[config.mk]
export PLATFORM = sky130hd
export DESIGN_NAME = styled_text_word_wrap
export DESIGN_NICKNAME = d
export VERILOG_FILES = /design/src/hw/rtl/stww_pkg.sv /design/src/hw/rtl/styled_text_word_wrap.sv /design/src/hw/rtl/stww_ram.sv /design/src/hw/rtl/stww_cfg.sv /design/src/hw/rtl/stww_line_ctrl.sv /design/src/hw/rtl/stww_out_reg.sv
export SDC_FILE = /design/constraint.sdc
export NUM_CORES = 2
export LEC_CHECK = 0
export CORE_ASPECT_RATIO = 1.2
export CORE_MARGIN = 8
export CORE_UTILIZATION = 28
export CTS_BUF_LIST = sky130_fd_sc_hd__clkbuf_8
export CTS_CLUSTER_DIAMETER = 30
export DETAILED_ROUTE_END_ITERATION = 6
export DONT_BUFFER_PORTS = 1
export GPL_ROUTABILITY_DRIVEN = 0
export SYNTH_ARGS = -nofsm -noshare
export SYNTH_HDL_FRONTEND = slang
export SYNTH_MEMORY_MAX_BITS = 65536
export SYNTH_SLANG_ARGS = --single-unit
[constraint.sdc]
create_clock -name clk_i -period 19.25 [get_ports clk_i]
set_input_delay 3.85 -clock clk_i [delete_from_list [all_inputs] [get_ports clk_i]]
set_output_delay 3.85 -clock clk_i [all_outputs]
set_load 0.02 [all_outputs]
[src/hw/rtl/stww_pkg.sv]
`timescale 1ns / 1ps
package stww_pkg;

  localparam int MAX_COLS = 63;
  localparam int DEPTH    = MAX_COLS + 1;
  localparam int AW       = $clog2(DEPTH);
  localparam int FW       = AW + 1;
  localparam logic [FW-1:0] NO_SLOT = {FW{1'b1}};

  localparam logic [7:0] SPACE_BYTE = 8'h20;

  localparam int APB_AW = 3;
  localparam logic REG_LINE_WIDTH = 1'b0;

  localparam int TDATA_W = 72;

  typedef enum logic [2:0] {
    ST_IDLE,
    ST_READ,
    ST_LOAD,
    ST_MARK,
    ST_FLUSH
  } ctrl_state_e;

  // one buffered cell, bytes in the lowest bits
  typedef struct packed {
    logic        bold;
    logic [31:0] color;
    logic [2:0]  count;
    logic [31:0] bytes;
  } cell_t;

  localparam int CELL_W = $bits(cell_t);

  typedef struct packed {
    cell_t glyph;
    logic  final_req;
    logic  carries_nothing;
  } in_item_t;

  typedef struct packed {
    logic  last_result;
    logic  line_end;
    logic  blank_line;
    logic  run_start;
    cell_t glyph;
  } out_item_t;

  typedef struct packed {
    logic          we;
    logic [AW-1:0] waddr;
    cell_t         wdata;
    logic          re;
    logic [AW-1:0] raddr;
  } mem_req_t;

endpackage

[src/hw/rtl/styled_text_word_wrap.sv]
// Channel   Dir  Handshake                 Payload
// s_axis    in   s_axis_tvalid/tready      code point, count, color, bold; tlast final
// m_axis    out  m_axis_tvalid/tready      emitted cell; tuser run/blank; tlast line end
// apb       in   psel/penable/pwrite       register 0 wrap_columns at byte address 0
//
// An item is taken only while the controller is idle. A segment of cells then takes
// one line buffer read, then one cell per cycle unless the output stalls; a marker
// segment is one result. A final item adds a flush step plus its flush segment.
// Reset clears the line state; the line buffer needs no clearing pass.
// Output stalls hold the result register and freeze the cell readout.
`timescale 1ns / 1ps
module styled_text_word_wrap
  import stww_pkg::*;
(
  input  logic               clk_i,
  input  logic               rst_ni,
  input  logic               s_axis_tvalid,
  output logic               s_axis_tready,
  // [31:0] code_point_bytes, [34:32] byte_count, [66:35] color, [67] bold
  input  logic [TDATA_W-1:0] s_axis_tdata,
  // [0] carries_nothing
  input  logic               s_axis_tuser,
  input  logic               s_axis_tlast,
  output logic               m_axis_tvalid,
  input  logic               m_axis_tready,
  // [31:0] out_bytes, [34:32] out_count, [66:35] out_color, [67] out_bold,
  // [68] last_result
  output logic [TDATA_W-1:0] m_axis_tdata,
  // [0] run_start, [1] blank_line
  output logic [1:0]         m_axis_tuser,
  output logic               m_axis_tlast,
  input  logic               psel,
  input  logic               penable,
  input  logic               pwrite,
  input  logic [APB_AW-1:0]  paddr,
  input  logic [31:0]        pwdata,
  output logic [31:0]        prdata,
  output logic               pready
);

  logic [5:0] line_width;
  in_item_t   s_item;
  mem_req_t   mem_req;
  cell_t      mem_rdata;
  logic       out_free;
  logic       out_load;
  out_item_t  out_item;
  out_item_t  m_item;

  assign s_item.glyph           = cell_t'(s_axis_tdata[CELL_W-1:0]);
  assign s_item.final_req       = s_axis_tlast;
  assign s_item.carries_nothing = s_axis_tuser;

  stww_cfg u_cfg (
    .clk_i       (clk_i),
    .rst_ni      (rst_ni),
    .psel        (psel),
    .penable     (penable),
    .pwrite      (pwrite),
    .paddr       (paddr),
    .pwdata      (pwdata),
    .prdata      (prdata),
    .pready      (pready),
    .line_width_o(line_width)
  );

  stww_ram #(
    .WIDTH(CELL_W),
    .DEPTH(DEPTH)
  ) u_line_ram (
    .clk_i  (clk_i),
    .we_i   (mem_req.we),
    .waddr_i(mem_req.waddr),
    .wdata_i(mem_req.wdata),
    .re_i   (mem_req.re),
    .raddr_i(mem_req.raddr),
    .rdata_o(mem_rdata)
  );

  stww_line_ctrl u_ctrl (
    .clk_i       (clk_i),
    .rst_ni      (rst_ni),
    .line_width_i(line_width),
    .s_valid_i   (s_axis_tvalid),
    .s_item_i    (s_item),
    .s_ready_o   (s_axis_tready),
    .mem_req_o   (mem_req),
    .mem_rdata_i (mem_rdata),
    .out_free_i  (out_free),
    .out_load_o  (out_load),
    .out_item_o  (out_item)
  );

  stww_out_reg u_out (
    .clk_i  (clk_i),
    .rst_ni (rst_ni),
    .load_i (out_load),
    .item_i (out_item),
    .free_o (out_free),
    .ready_i(m_axis_tready),
    .valid_o(m_axis_tvalid),
    .item_o (m_item)
  );

  assign m_axis_tdata = {{(TDATA_W - CELL_W - 1){1'b0}}, m_item.last_result, m_item.glyph};
  assign m_axis_tuser = {m_item.blank_line, m_item.run_start};
  assign m_axis_tlast = m_item.line_end;

endmodule

[src/hw/rtl/stww_ram.sv]
`timescale 1ns / 1ps
module stww_ram #(
  parameter int WIDTH = 8,
  parameter int DEPTH = 64
) (
  input  logic                     clk_i,
  input  logic                     we_i,
  input  logic [$clog2(DEPTH)-1:0] waddr_i,
  input  logic [WIDTH-1:0]         wdata_i,
  input  logic                     re_i,
  input  logic [$clog2(DEPTH)-1:0] raddr_i,
  output logic [WIDTH-1:0]         rdata_o
);

  logic [WIDTH-1:0] mem [DEPTH];

  always_ff @(posedge clk_i) begin
    if (we_i) begin
      mem[waddr_i] <= wdata_i;
    end
    if (re_i) begin
      rdata_o <= mem[raddr_i];
    end
  end

endmodule

[src/hw/rtl/stww_cfg.sv]
`timescale 1ns / 1ps
module stww_cfg
  import stww_pkg::*;
(
  input  logic              clk_i,
  input  logic              rst_ni,
  input  logic              psel,
  input  logic              penable,
  input  logic              pwrite,
  input  logic [APB_AW-1:0] paddr,
  input  logic [31:0]       pwdata,
  output logic [31:0]       prdata,
  output logic              pready,
  output logic [5:0]        line_width_o
);

  logic [5:0] wrap_q, wrap_d;
  logic       wr_en;

  assign pready = 1'b1;
  assign wr_en  = psel & penable & pwrite & pready;

  always_comb begin
    wrap_d = wrap_q;
    if (wr_en && paddr[2] == REG_LINE_WIDTH) begin
      wrap_d = pwdata[5:0];
    end
  end

  always_ff @(posedge clk_i or negedge rst_ni) begin
    if (!rst_ni) begin
      wrap_q <= '0;
    end else begin
      wrap_q <= wrap_d;
    end
  end

  assign prdata       = (paddr[2] == REG_LINE_WIDTH) ? {26'b0, wrap_q} : 32'b0;
  assign line_width_o = wrap_q;

endmodule

[src/hw/rtl/stww_line_ctrl.sv]
`timescale 1ns / 1ps
module stww_line_ctrl
  import stww_pkg::*;
(
  input  logic       clk_i,
  input  logic       rst_ni,
  input  logic [5:0] line_width_i,
  input  logic       s_valid_i,
  input  in_item_t   s_item_i,
  output logic       s_ready_o,
  output mem_req_t   mem_req_o,
  input  cell_t      mem_rdata_i,
  input  logic       out_free_i,
  output logic       out_load_o,
  output out_item_t  out_item_o
);

  ctrl_state_e state_q, state_d;

  logic [AW-1:0] head_q, head_d;
  logic [FW-1:0] fill_q, fill_d;
  logic [FW-1:0] space_q, space_d;
  logic [32:0]   prev_style_q, prev_style_d;
  logic          open_q, open_d;
  logic [FW-1:0] rem_q, rem_d;
  logic [AW-1:0] rd_ptr_q, rd_ptr_d;
  logic          pass_q, pass_d;
  logic          flush_q, flush_d;

  logic          acc;
  logic [2:0]    cnt_n;
  logic [31:0]   bytes_n;
  logic          is_space;
  logic [FW-1:0] cols_fw;
  logic          seg_go;
  logic          seg_pass;
  logic [FW-1:0] seg_n;
  logic [AW-1:0] head_n;
  logic [FW-1:0] fill_n;
  logic [FW-1:0] space_n;
  logic          seg_end;
  logic [32:0]   rd_style;

  function automatic logic [31:0] byte_mask(input logic [2:0] cnt);
    logic [31:0] m;
    case (cnt)
      3'd1:    m = 32'h0000_00ff;
      3'd2:    m = 32'h0000_ffff;
      3'd3:    m = 32'h00ff_ffff;
      default: m = 32'hffff_ffff;
    endcase
    return m;
  endfunction

  assign s_ready_o = (state_q == ST_IDLE);
  assign acc       = s_valid_i & s_ready_o;
  assign cols_fw   = {1'b0, line_width_i};
  assign seg_end   = (rem_q == FW'(1));
  assign rd_style  = {mem_rdata_i.bold, mem_rdata_i.color};

  // normalize the incoming code point
  always_comb begin
    if (s_item_i.glyph.count == 3'd0) begin
      cnt_n = 3'd1;
    end else if (s_item_i.glyph.count > 3'd4) begin
      cnt_n = 3'd4;
    end else begin
      cnt_n = s_item_i.glyph.count;
    end
    bytes_n  = s_item_i.glyph.bytes & byte_mask(cnt_n);
    is_space = (cnt_n == 3'd1) && (bytes_n[7:0] == SPACE_BYTE);
  end

  // break decision for the accepted item
  always_comb begin
    seg_go   = 1'b0;
    seg_pass = 1'b0;
    seg_n    = '0;
    head_n   = head_q;
    fill_n   = fill_q;
    space_n  = space_q;
    if (!s_item_i.carries_nothing) begin
      if (line_width_i == 6'd0) begin
        // pass through all but the newest cell
        seg_go   = (fill_q != '0);
        seg_pass = 1'b1;
        seg_n    = fill_q;
        head_n   = head_q + fill_q[AW-1:0];
        fill_n   = FW'(1);
        space_n  = is_space ? '0 : NO_SLOT;
      end else if (fill_q >= cols_fw) begin
        seg_go  = 1'b1;
        space_n = NO_SLOT;
        if (!is_space && space_q < fill_q) begin
          // soft break: drop the space, carry the tail
          seg_n  = space_q;
          head_n = head_q + space_q[AW-1:0] + AW'(1);
          fill_n = fill_q - space_q;
        end else if (is_space) begin
          seg_n  = fill_q;
          fill_n = '0;
        end else begin
          seg_n  = fill_q;
          head_n = head_q + fill_q[AW-1:0];
          fill_n = FW'(1);
        end
      end else begin
        fill_n  = fill_q + FW'(1);
        space_n = is_space ? fill_q : space_q;
      end
    end
  end

  // next state
  always_comb begin
    state_d = state_q;
    case (state_q)
      ST_IDLE: begin
        if (acc) begin
          if (seg_go) begin
            state_d = (seg_n == '0) ? ST_MARK : ST_READ;
          end else if (s_item_i.final_req) begin
            state_d = ST_FLUSH;
          end
        end
      end
      ST_READ: begin
        state_d = ST_LOAD;
      end
      ST_LOAD: begin
        if (out_free_i && seg_end) begin
          state_d = flush_q ? ST_FLUSH : ST_IDLE;
        end
      end
      ST_MARK: begin
        if (out_free_i) begin
          state_d = flush_q ? ST_FLUSH : ST_IDLE;
        end
      end
      ST_FLUSH: begin
        state_d = (fill_q == '0) ? ST_MARK : ST_READ;
      end
      default: begin
        state_d = ST_IDLE;
      end
    endcase
  end

  // datapath and outputs
  always_comb begin
    head_d       = head_q;
    fill_d       = fill_q;
    space_d      = space_q;
    prev_style_d = prev_style_q;
    open_d       = open_q;
    rem_d        = rem_q;
    rd_ptr_d     = rd_ptr_q;
    pass_d       = pass_q;
    flush_d      = flush_q;

    mem_req_o       = '0;
    mem_req_o.waddr = head_q + fill_q[AW-1:0];
    mem_req_o.wdata = '{bold: s_item_i.glyph.bold, color: s_item_i.glyph.color,
                        count: cnt_n, bytes: bytes_n};
    mem_req_o.raddr = rd_ptr_q;

    out_load_o = 1'b0;
    out_item_o = '0;

    case (state_q)
      ST_IDLE: begin
        if (acc) begin
          mem_req_o.we = ~s_item_i.carries_nothing;
          head_d   = head_n;
          fill_d   = fill_n;
          space_d  = space_n;
          rem_d    = seg_n;
          rd_ptr_d = head_q;
          pass_d   = seg_pass;
          flush_d  = s_item_i.final_req;
        end
      end
      ST_READ: begin
        mem_req_o.re = 1'b1;
        rd_ptr_d     = rd_ptr_q + AW'(1);
      end
      ST_LOAD: begin
        out_load_o             = 1'b1;
        out_item_o.glyph       = mem_rdata_i;
        out_item_o.run_start   = !open_q || (rd_style != prev_style_q);
        out_item_o.line_end    = seg_end && !pass_q;
        out_item_o.last_result = seg_end && !flush_q;
        if (out_free_i) begin
          prev_style_d = rd_style;
          open_d       = pass_q || !seg_end;
          rem_d        = rem_q - FW'(1);
          if (!seg_end) begin
            // fetch the next cell while this one leaves
            mem_req_o.re = 1'b1;
            rd_ptr_d     = rd_ptr_q + AW'(1);
          end
        end
      end
      ST_MARK: begin
        out_load_o             = 1'b1;
        out_item_o.blank_line  = !open_q;
        out_item_o.line_end    = 1'b1;
        out_item_o.last_result = !flush_q;
        if (out_free_i) begin
          open_d = 1'b0;
        end
      end
      ST_FLUSH: begin
        rd_ptr_d = head_q;
        rem_d    = fill_q;
        fill_d   = '0;
        space_d  = NO_SLOT;
        pass_d   = 1'b0;
        flush_d  = 1'b0;
      end
      default: begin
      end
    endcase
  end

  always_ff @(posedge clk_i or negedge rst_ni) begin
    if (!rst_ni) begin
      state_q      <= ST_IDLE;
      head_q       <= '0;
      fill_q       <= '0;
      space_q      <= NO_SLOT;
      prev_style_q <= '0;
      open_q       <= 1'b0;
      rem_q        <= '0;
      rd_ptr_q     <= '0;
      pass_q       <= 1'b0;
      flush_q      <= 1'b0;
    end else begin
      state_q      <= state_d;
      head_q       <= head_d;
      fill_q       <= fill_d;
      space_q      <= space_d;
      prev_style_q <= prev_style_d;
      open_q       <= open_d;
      rem_q        <= rem_d;
      rd_ptr_q     <= rd_ptr_d;
      pass_q       <= pass_d;
      flush_q      <= flush_d;
    end
  end

endmodule

[src/hw/rtl/stww_out_reg.sv]
`timescale 1ns / 1ps
module stww_out_reg
  import stww_pkg::*;
(
  input  logic      clk_i,
  input  logic      rst_ni,
  input  logic      load_i,
  input  out_item_t item_i,
  output logic      free_o,
  input  logic      ready_i,
  output logic      valid_o,
  output out_item_t item_o
);

  logic      valid_q, valid_d;
  out_item_t item_q, item_d;

  assign free_o = !valid_q || ready_i;

  always_comb begin
    valid_d = valid_q;
    item_d  = item_q;
    if (free_o) begin
      valid_d = load_i;
      if (load_i) begin
        item_d = item_i;
      end
    end
  end

  always_ff @(posedge clk_i or negedge rst_ni) begin
    if (!rst_ni) begin
      valid_q <= 1'b0;
    end else begin
      valid_q <= valid_d;
    end
  end

  always_ff @(posedge clk_i) begin
    item_q <= item_d;
  end

  assign valid_o = valid_q;
  assign item_o  = item_q;

endmodule

==> results summary <==
The floorplan die height is 880 um. The number of hold buffers added after CTS was 0. The synthesized instance count is 7578. After detailed routing, the met2 layer carries 241000 um of wire. In the synthesized netlist the dominant register cell turns out to be edfxtp_1. The startpoint identified for the worst register-to-register timing path is u_ctrl.rd_ptr_q[0].

The initial utilization of the core area, before any placement, comes to 28.1%. The share of synthesized registers carrying an async set or reset is 1.73%. The average cell area after synthesis is 23.0 um^2. The wire length on met1 came out at 180000 um.

The count of flip-flops with a built-in enable after synthesis is 4492. The cell count of the worst hold path came out at 1. The final-stage net count is 8377.

The final cell area excluding filler cells came out at 203000 um^2. Headroom to the max-slew limit came out at 10.4%. The number of hold violations in the final report was 0. The share of synthesized area occupied by flip-flops and latches came out at 78.6%. Setup repair after global routing left no endpoint under its margin.

For this block, the initial DRC count from the detailed router was 9247. The peak clock frequency supported by timing came out at 0.125 GHz. The highest layer used for signal routing is met5. The area of the core came out at 620000 um^2. The die covers 648000 um^2. Global routing finished with a remaining overflow of 0. For the pin with the worst max-slew slack, the measured transition is 1.34 ns. The footprint of the multi-input gates came out at 35700 um^2. The latest clock arrival within the worst-skew pair came out at 1.29 ns.

The synthesized cell area came out at 174000 um^2. STA puts the critical path data required time at 15.40 ns. The number of fill cells in the layout came out at 57917. The launch instance of the worst min-delay path is u_line_ram.rdata_o[18].

Counting both buffers and inverters, the worst setup path holds a total of 0. The end point of the worst hold path is u_out.item_o[18]. The buffer cell driving the clock tree root is clkbuf_8. The worst setup path is captured at an output pin. The total number of vias came out at 85091. The flip-flop and latch area came out at 137000 um^2. The average wire per cell in the routed design came out at 27.9 um. The global-route usage over all layers came out at 14.3%. The maximum buffer depth of the clock tree is 4.

The reported max-cap violation count is 0. The first-pass GRT wire length is 666000 um. The leakage power came out at 62.4 nW. The synthesis warning total came out at 0. The flop and latch count out of synthesis came out at 4571. In this run, CTS created clock tree buffers numbering 840. The worst voltage drop across the vdd grid came out at 0.000143 V. The number of top-level design ports is 226. The detailed route wirelength on metal3 is 42600 um. The clock drives 4571 sinks. The number of slew-limit violations in the final report is 0.

The via count of the first global-routing pass is 88963. The number of gates given a new drive strength after cts is 0. The logic depth of the worst register-to-register path is 8. The largest incremental delay on the critical path came out at 0.32 ns. The via count normalized by instance count is 4.94. The number of buffers added on ports came out at 0. Clock-pin slew was measured on the worst setup and hold paths at 0.06 ns. The placement row count came out at 317. In this run the critical register-to-register path is captured at u_line_ram.rdata_o[23].

The layout overhead on the synthesized area came out at 16.8%. The peak fanout along the critical path is 7. After layout, the minimum clock period comes to 8.02 ns.

STA classifies the critical path startpoint as a primary input. The number of nets still failing antenna checks after routing is 0. For the worst setup path, the data arrival time is 4.17 ns.

The number of remaining DRC errors is 0. The post-detailed-placement half-perimeter wirelength is 251000 um. The worst setup path is of the in -> out kind.

The run finished with clean final reports. The number of detailed-routing iterations run before antenna repair came out at 6. The count of cell types in the netlist came out at 67. In this design, the largest share of critical-path delay is due to simple AND/OR/NAND/NOR gates. The part of the cycle the worst path needs came out at 41.7%.

The number of setup buffers added after CTS is 0. The number of H-tree levels is 6. The reg-to-reg setup timing slack is 12.99 ns.

The number of antenna violations at the first check in global routing is 30. The signal on the critical path passes through nor2b_1. The fraction of final layout cells with drive strength greater than 1 came out at 31.4%. The slowest stage of the critical path belongs to the cell nor2b_1. Setup violations remaining at the end of the flow were counted as 0. The total cell area at the placement stage came out at 185000 um^2. The setup TNS after final layout came out at 0 ns.

The min-delay analysis places its worst path in the category reg -> reg. Power spread over the standard cell area amounts to 138 nW/um^2. TritonCTS built the clock tree. The die width is 736 um. After detailed routing, the total wire length is 480000 um. The largest net degree at the start of global routing is 155. The worst clock skew on the final layout is 0.131 ns.
cells by family (layout without fill, tap and decap cells):
| family | after synthesis | after routing | synth area share [%] |
|---|---|---|---|
| compound gates | 888 | 888 | 4.00 |
| xor+xnor | 50 | 50 | 0.251 |
| fa+ha+maj | 31 | 31 | 0.236 |
| buf+inv | 486 | 1799 | 1.37 |
| flops | 4571 | 4571 | 78.6 |
| mux | 1138 | 1138 | 14.4 |
| other cells | 2 | 40 | 0.00431 |
| simple gates | 412 | 412 | 1.17 |
layer usage:
metal / GRT usage [%] / vias to the layer above
met4: 5.08 / 28
met2: 24.6 / 4110
li1: - / 34133
met1: 17.4 / 46003
met5: 0 / -
met3: 3.42 / 817
cell type report:
| cell class | instances | share of cell area (%) |
|---|---|---|
| Sequential cell | 4571 | 67.3 |
| Multi-Input combinational cell | 2549 | 17.6 |
| Clock buffer | 845 | 5.72 |
| Tap cell | 8294 | 5.10 |
| Clock inverter | 686 | 3.34 |
| Timing Repair Buffer | 240 | 0.941 |
| Inverter | 28 | 0.0529 |
| Antenna cell | 10 | 0.0123 |
how the worst max path moves through the flow:
stage                     slack [ns]  depth (start not counted)           from                      to
after floorplan                 9.30                          5  s_axis_tvalid   u_line_ram.mem[15][0]
after global placement         10.87                          7  s_axis_tvalid  u_line_ram.mem[61][56]
after detailed placement       10.79                          7  s_axis_tvalid  u_line_ram.mem[61][56]
after CTS                      11.22                          1       paddr[2]               prdata[0]
after global routing           11.22                          1       paddr[2]               prdata[2]
final                          11.23                          1       paddr[2]               prdata[0]
placed cells by master (no fill, tap or decap), types with 30 or more instances in the layout:
cell and n:
a22o_1 137, clkinv_4 40, a221oi_2 60, nor2_1 114, clkinv_2 116, xnor2_1 38
conb_1 30, and2_1 72, inv_1 185, edfxtp_1 4492, a21oi_1 171, a221oi_1 78
mux4_2 1088, bufinv_16 117, buf_4 231, o221ai_1 70, dfrtp_1 70, mux2_2 43
nor2_4 51, clkinv_1 126, clkinvlp_4 71, a22oi_1 275, clkbuf_8 845, nand2_1 39
through the flow:
| step | power, mW | instances | setup WS (ns) | hold slack, ns | utilization (%) |
|---|---|---|---|---|---|
| final | 28.0 | 17223 | 11.23 | 0.450 | 32.8 |
| after global routing | 29.0 | 17219 | 11.22 | 0.444 | 32.8 |
| after CTS | 28.3 | 17212 | 11.22 | 0.443 | 32.8 |
| after detailed placement | 18.3 | 15681 | 10.79 | 0.516 | 29.8 |
| after global placement | 18.2 | 15681 | 10.87 | 0.510 | 29.8 |
| after floorplan | 16.0 | 7606 | 9.30 | 0.486 | - |
synth_stat cells (all sizes together) (4+ instances only):
library cell / n / area, um^2
a211oi: 9 / 67.6
a21o: 8 / 60.1
a21oi: 174 / 871
a221oi: 138 / 1580
a22o: 137 / 1200
a22oi: 275 / 2060
a31oi: 8 / 50.1
and2: 82 / 513
buf: 218 / 1390
clkbuf: 240 / 901
dfrtp: 72 / 1800
dfstp: 7 / 184
edfxtp: 4492 / 135000
ha: 28 / 350
inv: 28 / 105
mux2: 43 / 484
mux2i: 7 / 70.1
mux4: 1088 / 24500
nand2: 40 / 150
nand2b: 8 / 50.1
nand3: 17 / 85.1
nand4: 16 / 100
nor2: 166 / 628
nor2b: 25 / 156
nor3: 35 / 186
nor4: 6 / 37.5
o211ai: 7 / 52.6
o21ai: 31 / 155
o221ai: 70 / 613
o22a: 4 / 35.0
o22ai: 5 / 37.5
xnor2: 39 / 342
xor2: 11 / 96.3
power by group:
| part | internal, mW | leakage (nW) | switching (mW) | total (mW) |
|---|---|---|---|---|
| sequential | 11.4 | 41.6 | 0.358 | 11.8 |
| clock | 5.76 | 9.75 | 4.23 | 10.0 |
| combinational | 2.44 | 11.0 | 3.81 | 6.25 |
sequential cells by signal, summed over array words and instances (netlist names), 3 cells and up:
name,cells
u_ctrl.fill_q,7
u_ctrl.rd_ptr_q,6
u_ctrl.rem_q,7
u_ctrl.prev_style_q,33
u_ctrl.space_q,7
u_ctrl.state_q,3
u_line_ram.rdata_o,68
u_ctrl.head_q,6
u_cfg.line_width_o,6
u_line_ram.mem,4352
u_out.item_o,72
No activity file was read; power rests on OpenSTA's default activity.
